**src/design/packet_ring_queue_drop_oldest_top_assert.svh**
```systemverilog
// Assertion macros used by the packet ring queue datapath.
`ifndef PACKET_RING_QUEUE_DROP_OLDEST_TOP_ASSERT_SVH
`define PACKET_RING_QUEUE_DROP_OLDEST_TOP_ASSERT_SVH

// A condition that holds at every clock edge outside reset.
`define PRQDO_ASSERT(lbl, prop, msg) \
  lbl: assert property (@(posedge clk_i) disable iff (!rst_ni) (prop)) \
    else $error(msg);

// A condition that, once seen, implies another in the following cycle.
`define PRQDO_ASSERT_NEXT(lbl, pre, post, msg) \
  lbl: assert property (@(posedge clk_i) disable iff (!rst_ni) (pre) |=> (post)) \
    else $error(msg);

`endif

```
**src/design/prqdo_pkg.sv**
```systemverilog
// Types and constants shared by the packet ring queue controller and datapath.
package prqdo_pkg;

  // Item kinds carried by the input channel.
  typedef enum logic [1:0] {
    KindPush  = 2'd0,
    KindTake  = 2'd1,
    KindFlush = 2'd2
  } kind_e;

  // Result status codes.
  typedef enum logic [1:0] {
    StatOk      = 2'd0,
    StatTooLong = 2'd1,
    StatEmpty   = 2'd2,
    StatDropped = 2'd3
  } status_e;

  // Configuration register indexes.
  localparam int unsigned CfgIdxW = 1;
  localparam logic [CfgIdxW-1:0] CfgSlotsInUse = 1'b0;
  localparam logic [CfgIdxW-1:0] CfgSlotBytes  = 1'b1;
  localparam int unsigned CfgDataW = 7;

  // Controller states.
  typedef enum logic [2:0] {
    StIdle    = 3'd0,
    StCopy    = 3'd1,
    StResult  = 3'd2,
    StTakeLen = 3'd3,
    StStream  = 3'd4
  } state_e;

  // Commands from the controller to the datapath.
  typedef struct packed {
    logic    stage;
    logic    commit;
    logic    reject;
    logic    flush;
    logic    take_start;
    logic    len_load;
    logic    copy_run;
    logic    stream_run;
    logic    load_single;
    logic    pend_we;
    status_e pend_status;
  } cmd_t;

  // Status from the datapath to the controller.
  typedef struct packed {
    logic stage_full;
    logic overflow;
    logic ring_full;
    logic ring_empty;
    logic copy_done;
    logic stream_done;
    logic out_free;
  } stat_t;

endpackage

```
**src/design/prqdo_ctrl.sv**
```systemverilog
// Controller state machine of the packet ring queue.
module prqdo_ctrl (
  input  logic              clk_i,
  input  logic              rst_ni,
  input  logic              in_valid_i,
  output logic              in_stall_o,
  input  logic [1:0]        kind_i,
  input  logic              end_of_packet_i,
  input  prqdo_pkg::stat_t  stat_i,
  output prqdo_pkg::cmd_t   cmd_o
);

  prqdo_pkg::state_e state_q, state_d;

  always_ff @(posedge clk_i or negedge rst_ni) begin
    if (!rst_ni) begin
      state_q <= prqdo_pkg::StIdle;
    end else begin
      state_q <= state_d;
    end
  end

  assign in_stall_o = (state_q != prqdo_pkg::StIdle);

  always_comb begin
    state_d = state_q;
    cmd_o = '0;
    cmd_o.pend_status = prqdo_pkg::StatOk;
    case (state_q)
      prqdo_pkg::StIdle: begin
        if (in_valid_i) begin
          case (prqdo_pkg::kind_e'(kind_i))
            prqdo_pkg::KindPush: begin
              cmd_o.stage = 1'b1;
              if (end_of_packet_i) begin
                cmd_o.pend_we = 1'b1;
                if (stat_i.overflow || stat_i.stage_full) begin
                  cmd_o.reject = 1'b1;
                  cmd_o.pend_status = prqdo_pkg::StatTooLong;
                  state_d = prqdo_pkg::StResult;
                end else begin
                  cmd_o.commit = 1'b1;
                  cmd_o.pend_status = stat_i.ring_full ? prqdo_pkg::StatDropped
                                                       : prqdo_pkg::StatOk;
                  state_d = prqdo_pkg::StCopy;
                end
              end
            end
            prqdo_pkg::KindTake: begin
              if (stat_i.ring_empty) begin
                cmd_o.pend_we = 1'b1;
                cmd_o.pend_status = prqdo_pkg::StatEmpty;
                state_d = prqdo_pkg::StResult;
              end else begin
                cmd_o.take_start = 1'b1;
                state_d = prqdo_pkg::StTakeLen;
              end
            end
            prqdo_pkg::KindFlush: begin
              cmd_o.flush = 1'b1;
              cmd_o.pend_we = 1'b1;
              cmd_o.pend_status = prqdo_pkg::StatOk;
              state_d = prqdo_pkg::StResult;
            end
            default: begin
            end
          endcase
        end
      end
      prqdo_pkg::StCopy: begin
        cmd_o.copy_run = 1'b1;
        if (stat_i.copy_done) begin
          state_d = prqdo_pkg::StResult;
        end
      end
      prqdo_pkg::StResult: begin
        cmd_o.load_single = 1'b1;
        if (stat_i.out_free) begin
          state_d = prqdo_pkg::StIdle;
        end
      end
      prqdo_pkg::StTakeLen: begin
        cmd_o.len_load = 1'b1;
        state_d = prqdo_pkg::StStream;
      end
      prqdo_pkg::StStream: begin
        cmd_o.stream_run = 1'b1;
        if (stat_i.stream_done) begin
          state_d = prqdo_pkg::StIdle;
        end
      end
      default: begin
        state_d = prqdo_pkg::StIdle;
      end
    endcase
  end

endmodule

```
**config.mk**
```make
export PLATFORM = sky130hd
export DESIGN_NAME = prqdo_ctrl
export DESIGN_NICKNAME = d
export VERILOG_FILES = /design/src/design/packet_ring_queue_drop_oldest_top_assert.svh /design/src/design/prqdo_pkg.sv /design/src/design/prqdo_ctrl.sv
export SDC_FILE = /design/constraint.sdc
export NUM_CORES = 1
export LEC_CHECK = 0
export ABC_AREA = 1
export BUFFER_PORTS_ARGS = -buffer_cell sky130_fd_sc_hd__buf_2
export CORE_MARGIN = 5
export CORE_UTILIZATION = 25
export CTS_CLUSTER_SIZE = 30
export DETAILED_ROUTE_END_ITERATION = 16
export SLEW_MARGIN = 20
export SYNTH_ARGS = -nofsm -noshare
export SYNTH_HDL_FRONTEND = slang
export SYNTH_SLANG_ARGS = --single-unit
```
**constraint.sdc**
```tcl
create_clock -name clk_i -period 3.4 [get_ports clk_i]
set_input_delay 0.34 -clock clk_i [delete_from_list [all_inputs] [get_ports clk_i]]
set_output_delay 0.34 -clock clk_i [all_outputs]
set_load 0.03 [all_outputs]
```
======== Yosys cells after proc, flatten, opt, wreduce, memory -nomap -nowiden ========
Index checks and enable logic that the tools add are counted.
operators by class
  add/subtract/negate cells ............... 0
  multipliers ............................. 0
  div/mod/pow operators ................... 0
  $lt $le $gt $ge ......................... 0
  eq/ne operators ......................... 12
  shift-type cells ........................ 0
  mux-type cells .......................... 29
  bitwise gates (word level) .............. 0
  reductions and logical operators ........ 5
operators with widths
  cell                  number
  $mux W3               10
  $pmux W3 S3           2
  $pmux W3 S5           1
  $mux W1               10
  $mux W5               2
  $mux W2               4
  $ne A2 B2 Y1 const B  4
  $eq A3 B2 Y1 const B  2
  $reduce_and A6 Y1     1
  $ne A4 B1 Y1 const B  1
  $eq A3 B1 Y1 const B  1
  $eq A3 B3 Y1 const B  1
  $logic_not A3 Y1      1
  $ne A3 B3 Y1 const B  1
  $reduce_bool A3 Y1    1
  $eq A2 B1 Y1 const B  1
  $eq A2 B2 Y1 const B  1
  $logic_not A2 Y1      1
  $logic_or A1 B1 Y1    1
storage, ports and cells
  register bits ........................... 3
  bits in latches ......................... 0
  RAM bits ................................ 0
  ROM bits ................................ 0
  bits of input ports ..................... 13
  output and inout bits ................... 13
  logic and storage cells ................. 47
  memories kept ........................... 0

======== Longest topological paths before layout ========
Gate-level depths: netlist of run 1.
  word-level depth ........................ 6
  mapped depth ............................ 8
  gate-level depth less buffers ........... 8

======== Worst setup path before layout of run 1 ========
OpenSTA, ideal clock, no wires.
  path kind ............................... flip-flop to output port
  from .................................... register state_q[0]
  to ...................................... output cmd_o[1] (netlist name)
  arrival ................................. 1.575 ns
  slack ................................... 1.485 ns
  stages on the path, launching flop included .. 7
  path buffers ............................ 0
  cell sequence ........................... dfrtp_1 -> nor2_2 -> nand2_2 -> inv_2 -> nand2_4 -> or2_4 -> a21oi_1
RTL lines
  what                    RTL line          source
  start, declared         prqdo_ctrl.sv:13  prqdo_pkg::state_e state_q, state_d;
  start signal, assigned  prqdo_ctrl.sv:17  state_q <= prqdo_pkg::StIdle;
  start signal, assigned  prqdo_ctrl.sv:19  state_q <= state_d;
  end, declared           prqdo_ctrl.sv:10  output prqdo_pkg::cmd_t cmd_o

==> out/metrics.json, run 1 <==
{
  "placement": {
    "place_worst_setup_slack_ns": 1.71,
    "gpl.final_weighted_congestion": 0.742,
    "io_buffers": 25,
    "hpwl_um": 877,
    "dp_cells": 108,
    "dpl-instance-area_sq_um": 537
  },
  "synthesis": {
    "xor_xnor_share_of_the_synthesized_area_pct": 0,
    "synth_top_family_by_area": "simple AND/OR/NAND/NOR gates",
    "number_of_distinct_library_cells_after_synthesis": 15,
    "post_synth.cell_area_avg_sq_um": 5.85,
    "synthesis.yosys.warnings": 0,
    "synth_nets": 84,
    "synth_area_sq_um": 392,
    "post_synth_mux_area_share_pct": 0,
    "synth_seq_area_share_pct": 19.2,
    "yosys.area.top_type": "dfrtp_1",
    "synth-compound-area-share_pct": 5.11,
    "ys_seq_elements": 3,
    "synth-adder-area-share_pct": 12.8,
    "synth_cells": 67,
    "synth_simple_gate_area_share_pct": 46.6,
    "yosys.area.top_type_share_pct": 19.2,
    "synth.area.top_cells": "dfrtp_1, inv_1, ha_1"
  },
  "floorplanning": {
    "dieArea_sq_um": 2460,
    "core_area_sq_um": 1490,
    "core.rowCount": 14,
    "io_pins": 26,
    "die_w_um": 49.6,
    "initial_core_util_pct": 26.3,
    "die_height_um": 49.6
  },
  "global_routing": {
    "grt.overflow.total": 0,
    "global_route_usage_over_all_layers_pct": 8.35,
    "grt_first_pass_wirelength_um": 1700,
    "number_of_antenna_violations_at_the_first_check_in_global_routing": 0,
    "grt_max_degree": 7,
    "grt_pass1_vias": 462
  },
  "setup_path": {
    "max_stage_delay_ns": 0.43,
    "critPathCaptureType": "primary output",
    "cp_max_fo": 6,
    "timing.critical_path.buf_inv": 2,
    "crit_type": "flip-flop to primary output",
    "worst_setup_path_start_kind": "flip-flop",
    "worstPathCellList": "nor2_2, nand2_2, inv_2, nand2_4, or2_4, a21oi_1, buf_2",
    "cp_data_arrival_time_ns": 1.59,
    "cp.required_ns": 3.06,
    "crit_path_top_delay_cell": "dfrtp_1",
    "critPathTopFamily": "simple AND/OR/NAND/NOR gates"
  },
  "pwr": {
    "leakagePower_nw": 0.380,
    "power_mw": 0.322,
    "peakVddDrop_v": 0.000335,
    "p_per_area_nw_per_um2": 561
  },
  "clock_tree": {
    "tritoncts": "yes",
    "cts-root-buf": "clkbuf_4",
    "clkSinkCount": 3,
    "path_clk_slew_ns": 0.03,
    "clk_latency_ns": 0.23,
    "ctsHoldBuffers": 1,
    "ctsResizeCount": 0,
    "htreeDepth": 1,
    "cts_made_buffers": 3,
    "post_cts_repair_setup_buffers": 0,
    "max-clock-path-buffers": 2
  },
  "route": {
    "met3_length_um": 52,
    "detail_route.drc_violations": 0,
    "drt_pre_antenna_iters": 4,
    "highest-signal-layer": "met3",
    "drt_first_iter_violations": 15,
    "route.vias.total": 492,
    "route.antenna.remaining_nets": 0,
    "route.final.wire_length_um": 1040,
    "average_via_count_per_standard_cell": 4.35,
    "detailroute.wirelength.met2_um": 539,
    "routedWlPerCell_um": 9.20,
    "routed_length_on_met1_um": 448
  },
  "layout": {
    "largestRegisters": "state_q (3)",
    "nets": 115,
    "finish.utilization_pct": 38.5,
    "drive_gt1_share_pct": 34.0,
    "stdcell_area_sq_um": 573,
    "registers.top_by_ff_count": "state_q",
    "flow.area_growth_from_synthesis_pct": 46.3,
    "antenna_cells": 0,
    "largest_register_ff_count": 3,
    "stdcell_count": 113
  },
  "sta": {
    "final_hold_viol_count": 0,
    "final-setup-viol-count": 0,
    "worst_clock_skew_ns": 0.00203,
    "slew_viol_final": 0,
    "final_period_minus_worst_setup_slack_ns": 1.93,
    "layout_setup_ws_ns": 1.47,
    "period_utilisation_layout_pct": 56.7,
    "maxClockFrequency_mhz": 518,
    "tightestPinTransition_ns": 0.287,
    "final.setup.tns_ns": 0,
    "max_slew_margin_pct": 80.8,
    "unrepaired_setup_endpoints_after_global_routing": "no",
    "hold_ws_ns": 0.367
  },
  "run": {
    "total_of_max_cap_violations": 0
  },
  "worst_hold_path": {
    "hold_class": "input port to flip-flop"
  },
  "outcome": {
    "status": "finished, final reports clean"
  }
}
==> tightest hold or removal path, delay by kind of cell <==
kind / cells / cell delay, ns
buffers and inverters: 2 / 0.12
and+or+nand+nor: 2 / 0.09
==> routing by layer <==
| layer | GRT usage (%) | vias up |
|---|---|---|
| li1 | - | 267 |
| met1 | 9.76 | 219 |
| met2 | 14.4 | 6 |
| met3 | 2.41 | 0 |
| met4 | 2.62 | 0 |
| met5 | 0 | - |
==> where the power goes <==
group | total, mW | internal [mW] | switching [mW]
sequential | 0.0583 | 0.0467 | 0.0116
combinational | 0.203 | 0.0626 | 0.140
clock | 0.0607 | 0.0439 | 0.0168
total | 0.322 | 0.153 | 0.168
==> cell families (layout without fill, tap and decap cells) <==
logic type | Yosys count | after routing
buf+inv | 17 | 47
flops | 3 | 3
simple gates | 39 | 39
fa+ha+maj | 4 | 4
compound gates | 4 | 4
==> synth_stat cells <==
cell and count:
inv_1 16, nand2_1 13, nor2_1 9, nand3_1 7
nor3_1 5, ha_1 4, a21oi_1 3, dfrtp_1 3
inv_2 1, nand2_2 1, nand2_4 1, nand3b_1 1
nor2_2 1, o21ai_0 1, or2_4 1
==> path summary, 6_finish.rpt <==
path                                         from                     end  slack, ns  cells past startpoint
setup / recovery           state_q[0]$_DFFE_PN0P_                cmd_o[2]       1.47                      7
hold / removal                          stat_i[2]  state_q[0]$_DFFE_PN0P_       0.37                      4
setup reg to reg           state_q[2]$_DFFE_PN0P_  state_q[1]$_DFFE_PN0P_       2.27                      6
hold reg to reg            state_q[2]$_DFFE_PN0P_  state_q[2]$_DFFE_PN0P_       0.60                      2
max in group asynchronous                  rst_ni  state_q[1]$_DFFE_PN0P_       2.84                      2
min in group asynchronous                  rst_ni  state_q[2]$_DFFE_PN0P_       0.45                      2
==> final cells by class <==
cell class,instances,area [sq um]
tap,16,20.0
timing repair buffer,26,135
sequential,3,75.1
fill,160,916
inverter,17,63.8
multi-input combinational,47,253
clock buffer,4,26.3
==> cell usage in the layout, fill, tap and decap left out <==
master / Yosys / layout
nand2_4: 1 / 1
nor2_2: 1 / 1
nor3_1: 5 / 5
ha_1: 4 / 4
nand3b_1: 1 / 1
clkbuf_1: 0 / 1
a21oi_1: 3 / 3
clkbuf_4: 0 / 3
nand2_1: 13 / 13
inv_2: 1 / 1
or2_4: 1 / 1
nand3_1: 7 / 7
dfrtp_1: 3 / 3
o21ai_0: 1 / 1
nor2_1: 9 / 9
dlygate4sd3_1: 0 / 1
nand2_2: 1 / 1
inv_1: 16 / 16
buf_2: 0 / 25
(Power assumes the default switching activity.)
==> run 2, diff against run 1 <==
==> constraint.sdc (replaced) <==
create_clock -name clk_i -period 1.75 [get_ports clk_i]
set_input_delay 0.175 -clock clk_i [delete_from_list [all_inputs] [get_ports clk_i]]
set_output_delay 0.175 -clock clk_i [all_outputs]
set_load 0.03 [all_outputs]
==> run 2 against run 1 <==
Sequential power up 100%. Via count increased by 6.7%. Register-to-register slack got worse by 1.7 ns. Final cell count up 4.4%. Setup slack worse by 1.4 ns. Sequential share of layout area shrank 1.0 points. Combinational power is 140% higher. Largest cell class unchanged. Largest power group unchanged.
==> out/metrics.json, run 2 (synthesis results as in run 1) <==
{
  "outcome": {
    "status": "finished, final reports clean"
  },
  "setup_path": {
    "r2r_start": "state_q[1]$_DFFE_PN0P_",
    "cp.required_ns": 1.57,
    "timing.reg2reg.setup_slack_ns": 0.53,
    "cp_data_arrival_time_ns": 1.54,
    "critPathCaptureType": "primary output",
    "critical_path.reg2reg.endpoint": "state_q[1]$_DFFE_PN0P_",
    "worst-r2r-cell-count": 7,
    "crit_type": "flip-flop to primary output",
    "worst_setup_path_start_kind": "flip-flop",
    "cp_max_fo": 6
  },
  "route": {
    "drt_pre_antenna_iters": 4,
    "route.vias.total": 525,
    "average_via_count_per_standard_cell": 4.45,
    "route.final.wire_length_um": 1190,
    "detail_route.drc_violations": 0,
    "drt_first_iter_violations": 9,
    "routedWlPerCell_um": 10.1,
    "route.antenna.remaining_nets": 0
  },
  "sta": {
    "tightestPinTransition_ns": 0.267,
    "maxClockFrequency_mhz": 582,
    "period_utilisation_layout_pct": 98.1,
    "final_period_minus_worst_setup_slack_ns": 1.72,
    "final_hold_viol_count": 0,
    "max_slew_margin_pct": 82.2,
    "final-setup-viol-count": 0,
    "slew_viol_final": 0,
    "worst_clock_skew_ns": 0.00579,
    "hold_ws_ns": 0.188,
    "final.setup.tns_ns": 0
  },
  "floorplanning": {
    "die_height_um": 49.6,
    "io_pins": 26,
    "core.rowCount": 14,
    "die_w_um": 49.6,
    "dieArea_sq_um": 2460,
    "initial_core_util_pct": 26.3,
    "core_area_sq_um": 1490
  },
  "placement": {
    "io_buffers": 25,
    "gpl.final_weighted_congestion": 0.719,
    "hpwl_um": 901,
    "dpl-instance-area_sq_um": 537
  },
  "run": {
    "total_of_max_cap_violations": 0
  },
  "layout": {
    "final_common_cell": "buf_2",
    "largestRegisters": "state_q (3)",
    "drive_gt1_share_pct": 40.2,
    "final_cell_mix": "buf_2, inv_1, nand2_1",
    "registers.top_by_ff_count": "state_q",
    "antenna_cells": 0,
    "num-fill-cells": 153,
    "stdcell_area_sq_um": 632,
    "nets": 120,
    "flow.area_growth_from_synthesis_pct": 61.3,
    "largest_register_ff_count": 3
  },
  "global_routing": {
    "grt.overflow.total": 0,
    "grt_first_pass_wirelength_um": 1680,
    "global_route_usage_over_all_layers_pct": 8.60,
    "number_of_antenna_violations_at_the_first_check_in_global_routing": 0,
    "grt_pass1_vias": 450,
    "grt_max_degree": 7
  },
  "worst_hold_path": {
    "hold_path_startpoint": "stat_i[2]",
    "min_to": "state_q[0]$_DFFE_PN0P_",
    "hold_depth": 4,
    "hold_class": "input port to flip-flop"
  },
  "pwr": {
    "peakVddDrop_v": 0.000490,
    "leakagePower_nw": 0.406,
    "p_per_area_nw_per_um2": 1160
  },
  "clock_tree": {
    "tritoncts": "yes",
    "htreeDepth": 1,
    "cts_made_buffers": 3,
    "max-clock-path-buffers": 2,
    "path_clk_slew_ns": 0.04,
    "clkSinkCount": 3,
    "clk_latency_ns": 0.24,
    "cts-root-buf": "clkbuf_4"
  }
}
-- run 2: changes by cell type in the layout (fill, tap and decap cells not counted) --
| cell | delta |
|---|---|
| a21oi_1 | -1 |
| a21oi_2 | +1 |
| buf_2 | -3 |
| buf_4 | +7 |
| buf_6 | +1 |
| dfrtp_1 | -1 |
| dfrtp_2 | +1 |
| inv_1 | -1 |
| inv_2 | +1 |
| nor2_2 | -1 |
| nor2_4 | +1 |
-- run 2: what timing repair did --
item | in CTS | in global routing
endpoints found under the hold margin | 3 | 0
resized for setup | 2 | 7
hold buffers | 1 | 0
pin swaps | 0 | 2
setup endpoints to repair | 2 | 3
gates cloned | 0 | 0
setup buffers | 0 | 5
-- run 2: final cells by class --
| class | count | area [sq um] | share of cell area, % |
|---|---|---|---|
| Inverter | 17 | 63.8 | 10.1 |
| Multi-Input combinational cell | 47 | 262 | 41.4 |
| Timing Repair Buffer | 31 | 184 | 29.1 |
| Clock buffer | 4 | 26.3 | 4.16 |
| Sequential cell | 3 | 76.3 | 12.1 |
| Tap cell | 16 | 20.0 | 3.17 |
-- run 2: per-layer routing --
layer / part of all wire [%] / global-route usage (%) / vias up
li1: - / - / 276
met1: 43 / 8.88 / 239
met2: 51 / 13.6 / 8
met3: 4.2 / 3.92 / 2
met4: 1.2 / 6.11 / 0
met5: 0 / 0 / -
-- run 2: worst max-delay path by stage --
| stage | startpoint | endpoint | slack [ns] | depth (start not counted) |
|---|---|---|---|---|
| floorplan | state_q[0]$_DFFE_PN0P_ | cmd_o[1] | 0.0003 | 6 |
| global placement | state_q[0]$_DFFE_PN0P_ | cmd_o[2] | 0.28 | 7 |
| detailed placement | state_q[0]$_DFFE_PN0P_ | cmd_o[1] | 0.23 | 7 |
| CTS | state_q[0]$_DFFE_PN0P_ | cmd_o[1] | -0.007 | 7 |
| global route | state_q[0]$_DFFE_PN0P_ | cmd_o[1] | -0.03 | 7 |
| finish | state_q[0]$_DFFE_PN0P_ | cmd_o[2] | 0.03 | 7 |
-- run 2: critical path: stages, from the launching register on --
cell and delay [ns]:
dfrtp_2 0.43, nor2_4 0.13, nand2_2 0.07, inv_2 0.08, nand2_4 0.07, or2_4 0.24, a21oi_1 0.12, buf_4 0.17
-- run 2: report_power, final --
part	internal (mW)	total [mW]	switching, mW	leakage, nW
registers	0.0918	0.117	0.0254	0.0383
logic	0.188	0.489	0.301	0.353
clock network	0.0857	0.125	0.0391	0.0150
total	0.366	0.731	0.365	0.406
-- run 2: per-stage QoR --
stage | setup slack (ns) | total power, mW | utilization, % | instances
final | 0.0326 | 0.731 | 42.4 | 118
after global routing | -0.0256 | 0.793 | 42.4 | 118
after CTS | -0.00733 | 0.643 | 38.8 | 113
after detailed placement | 0.232 | 0.508 | 36.1 | 108
after global placement | 0.284 | 0.505 | 36.1 | 108
after floorplan | 0.000274 | 0.407 | - | 67
==> run 3, diff against run 2 <==
--- a/config.mk
+++ b/config.mk
@@ -7,10 +7,11 @@
 export LEC_CHECK = 0
 export ABC_AREA = 1
 export BUFFER_PORTS_ARGS = -buffer_cell sky130_fd_sc_hd__buf_2
-export CORE_MARGIN = 5
-export CORE_UTILIZATION = 25
+export CORE_AREA = 5 5 42 44
 export CTS_CLUSTER_SIZE = 30
 export DETAILED_ROUTE_END_ITERATION = 16
+export DIE_AREA = 0 0 47 49
+export SETUP_SLACK_MARGIN = 0.3
 export SLEW_MARGIN = 20
 export SYNTH_ARGS = -nofsm -noshare
 export SYNTH_HDL_FRONTEND = slang
==> run 3 against run 2 <==
Combinational power up 40%. Die area down 6.3%. Sequential share of layout area fell by 2.2 points. Wire length rose by 6.2%. Core utilization grew 12 points. Maximum frequency increased by 4.1%.
==> out/metrics.json, run 3 (synthesis results as in run 1) <==
{
  "route": {
    "drt_first_iter_violations": 5,
    "route.vias.total": 569,
    "average_via_count_per_standard_cell": 4.55,
    "detail_route.drc_violations": 0,
    "routedWlPerCell_um": 10.1,
    "drt_pre_antenna_iters": 4,
    "route.antenna.remaining_nets": 0,
    "route.final.wire_length_um": 1260
  },
  "placement": {
    "hpwl_um": 893,
    "gpl.final_weighted_congestion": 0.756,
    "io_buffers": 25,
    "dpl-instance-area_sq_um": 564
  },
  "outcome": {
    "status": "finished, final reports clean"
  },
  "setup_path": {
    "timing.reg2reg.setup_slack_ns": 0.20,
    "worst-r2r-cell-count": 11,
    "critPathCaptureType": "primary output",
    "cp_max_fo": 3,
    "worst_setup_path_start_kind": "flip-flop",
    "cp_data_arrival_time_ns": 1.47,
    "cp.required_ns": 1.57,
    "crit_type": "flip-flop to primary output"
  },
  "layout": {
    "nets": 127,
    "final_cell_mix": "buf_2, inv_1, buf_4",
    "registers.top_by_ff_count": "state_q",
    "largestRegisters": "state_q (3)",
    "num-fill-cells": 141,
    "final_common_cell": "buf_2",
    "flow.area_growth_from_synthesis_pct": 94.6,
    "stdcell_area_sq_um": 762,
    "antenna_cells": 0,
    "largest_register_ff_count": 3,
    "drive_gt1_share_pct": 49.5
  },
  "pwr": {
    "sw_frac_of_total_pct": 45.6,
    "clkPwrFrac_pct": 13.4,
    "leakagePower_nw": 0.447,
    "switchingPower_mw": 0.422,
    "seqPwrFrac_pct": 12.4,
    "power_mw": 0.925,
    "p_per_area_nw_per_um2": 1210,
    "peakVddDrop_v": 0.000493,
    "comb_power_share_pct": 74.2,
    "internal_power_mw": 0.504
  },
  "global_routing": {
    "number_of_antenna_violations_at_the_first_check_in_global_routing": 0,
    "grt_first_pass_wirelength_um": 1900,
    "grt_max_degree": 6,
    "global_route_usage_over_all_layers_pct": 10.9,
    "grt_pass1_vias": 526,
    "grt.overflow.total": 0
  },
  "floorplanning": {
    "core_area_sq_um": 1400,
    "dieArea_sq_um": 2300,
    "core.rowCount": 14,
    "io_pins": 26,
    "die_height_um": 49,
    "initial_core_util_pct": 27.9,
    "die_w_um": 47
  },
  "sta": {
    "slew_viol_final": 0,
    "worst_clock_skew_ns": 0.000751,
    "tightestPinTransition_ns": 0.356,
    "maxClockFrequency_mhz": 606,
    "final-setup-viol-count": 0,
    "final_period_minus_worst_setup_slack_ns": 1.65,
    "unrepaired_setup_endpoints_after_global_routing": "yes",
    "final.setup.tns_ns": 0,
    "final_hold_viol_count": 0,
    "max_slew_margin_pct": 76.0,
    "period_utilisation_layout_pct": 94.3
  },
  "clock_tree": {
    "htreeDepth": 1,
    "clkSinkCount": 3,
    "clk_latency_ns": 0.24,
    "tritoncts": "yes",
    "max-clock-path-buffers": 2,
    "path_clk_slew_ns": 0.04,
    "cts-root-buf": "clkbuf_4",
    "cts_made_buffers": 3
  },
  "worst_hold_path": {
    "hold_depth": 4,
    "hold_class": "input port to flip-flop"
  },
  "run": {
    "total_of_max_cap_violations": 0
  }
}
-- run 3: changes by cell type in the layout (fill, tap and decap cells not counted), sizes merged --
cell | before | now
buf | 30 | 37
-- run 3: layer usage --
layer,wire length [um],track usage (%)
met1,488,11.2
met2,710,19.0
met3,41,2.58
met4,21,5.53
met5,0,0
-- run 3: final timing paths --
check	startpoint	endpoint
max	state_q[1]$_DFFE_PN0P_	cmd_o[1]
min	stat_i[2]	state_q[0]$_DFFE_PN0P_
max reg2reg	state_q[1]$_DFFE_PN0P_	state_q[1]$_DFFE_PN0P_
min reg2reg	state_q[2]$_DFFE_PN0P_	state_q[2]$_DFFE_PN0P_
max in group asynchronous	rst_ni	state_q[0]$_DFFE_PN0P_
min in group asynchronous	rst_ni	state_q[2]$_DFFE_PN0P_
-- run 3: final cells by class --
class | instances | area [sq um] | share of cell area [%]
Multi-Input combinational cell | 47 | 310 | 40.7
Timing Repair Buffer | 38 | 264 | 34.6
Sequential cell | 3 | 75.1 | 9.85
Inverter | 17 | 66.3 | 8.70
Clock buffer | 4 | 26.3 | 3.45
Tap cell | 16 | 20.0 | 2.63
-- run 3: stage by stage --
step | setup WS [ns] | hold WS [ns] | std cells | util, %
finish | 0.101 | 0.193 | 125 | 54.4
global placement | 0.236 | -0.0280 | 108 | 40.3
CTS | 0.0698 | 0.189 | 121 | 50.1
global route | 0.0319 | 0.204 | 125 | 54.4
floorplan | 0.0886 | -0.121 | 67 | -
detailed placement | 0.212 | -0.0285 | 108 | 40.3
-- run 3: power by group through the flow --
stage                     Clock [mW]  Sequential, mW  Combinational (mW)
after floorplan                    0           0.110               0.321
after global placement             0           0.114               0.417
after detailed placement           0           0.113               0.416
after CTS                      0.123           0.108               0.588
after global routing           0.131           0.118               0.746
final                          0.124           0.115               0.687
-- run 3: critical path, cell delays in order (launching register included) --
cell and delay [ns]:
dfrtp_1 0.41, nor2_4 0.14, nand2_4 0.06, inv_4 0.06
nand2_4 0.04, or2_4 0.26, a21oi_2 0.12, buf_6 0.14
-- run 3: repair_timing --
action	in CTS	in global routing
setup buffers	8	4
hold buffers	1	0
setup endpoints to repair	8	10
hold endpoints to repair	3	0
gates cloned	0	0
resized for setup	13	10
pin swaps	3	6
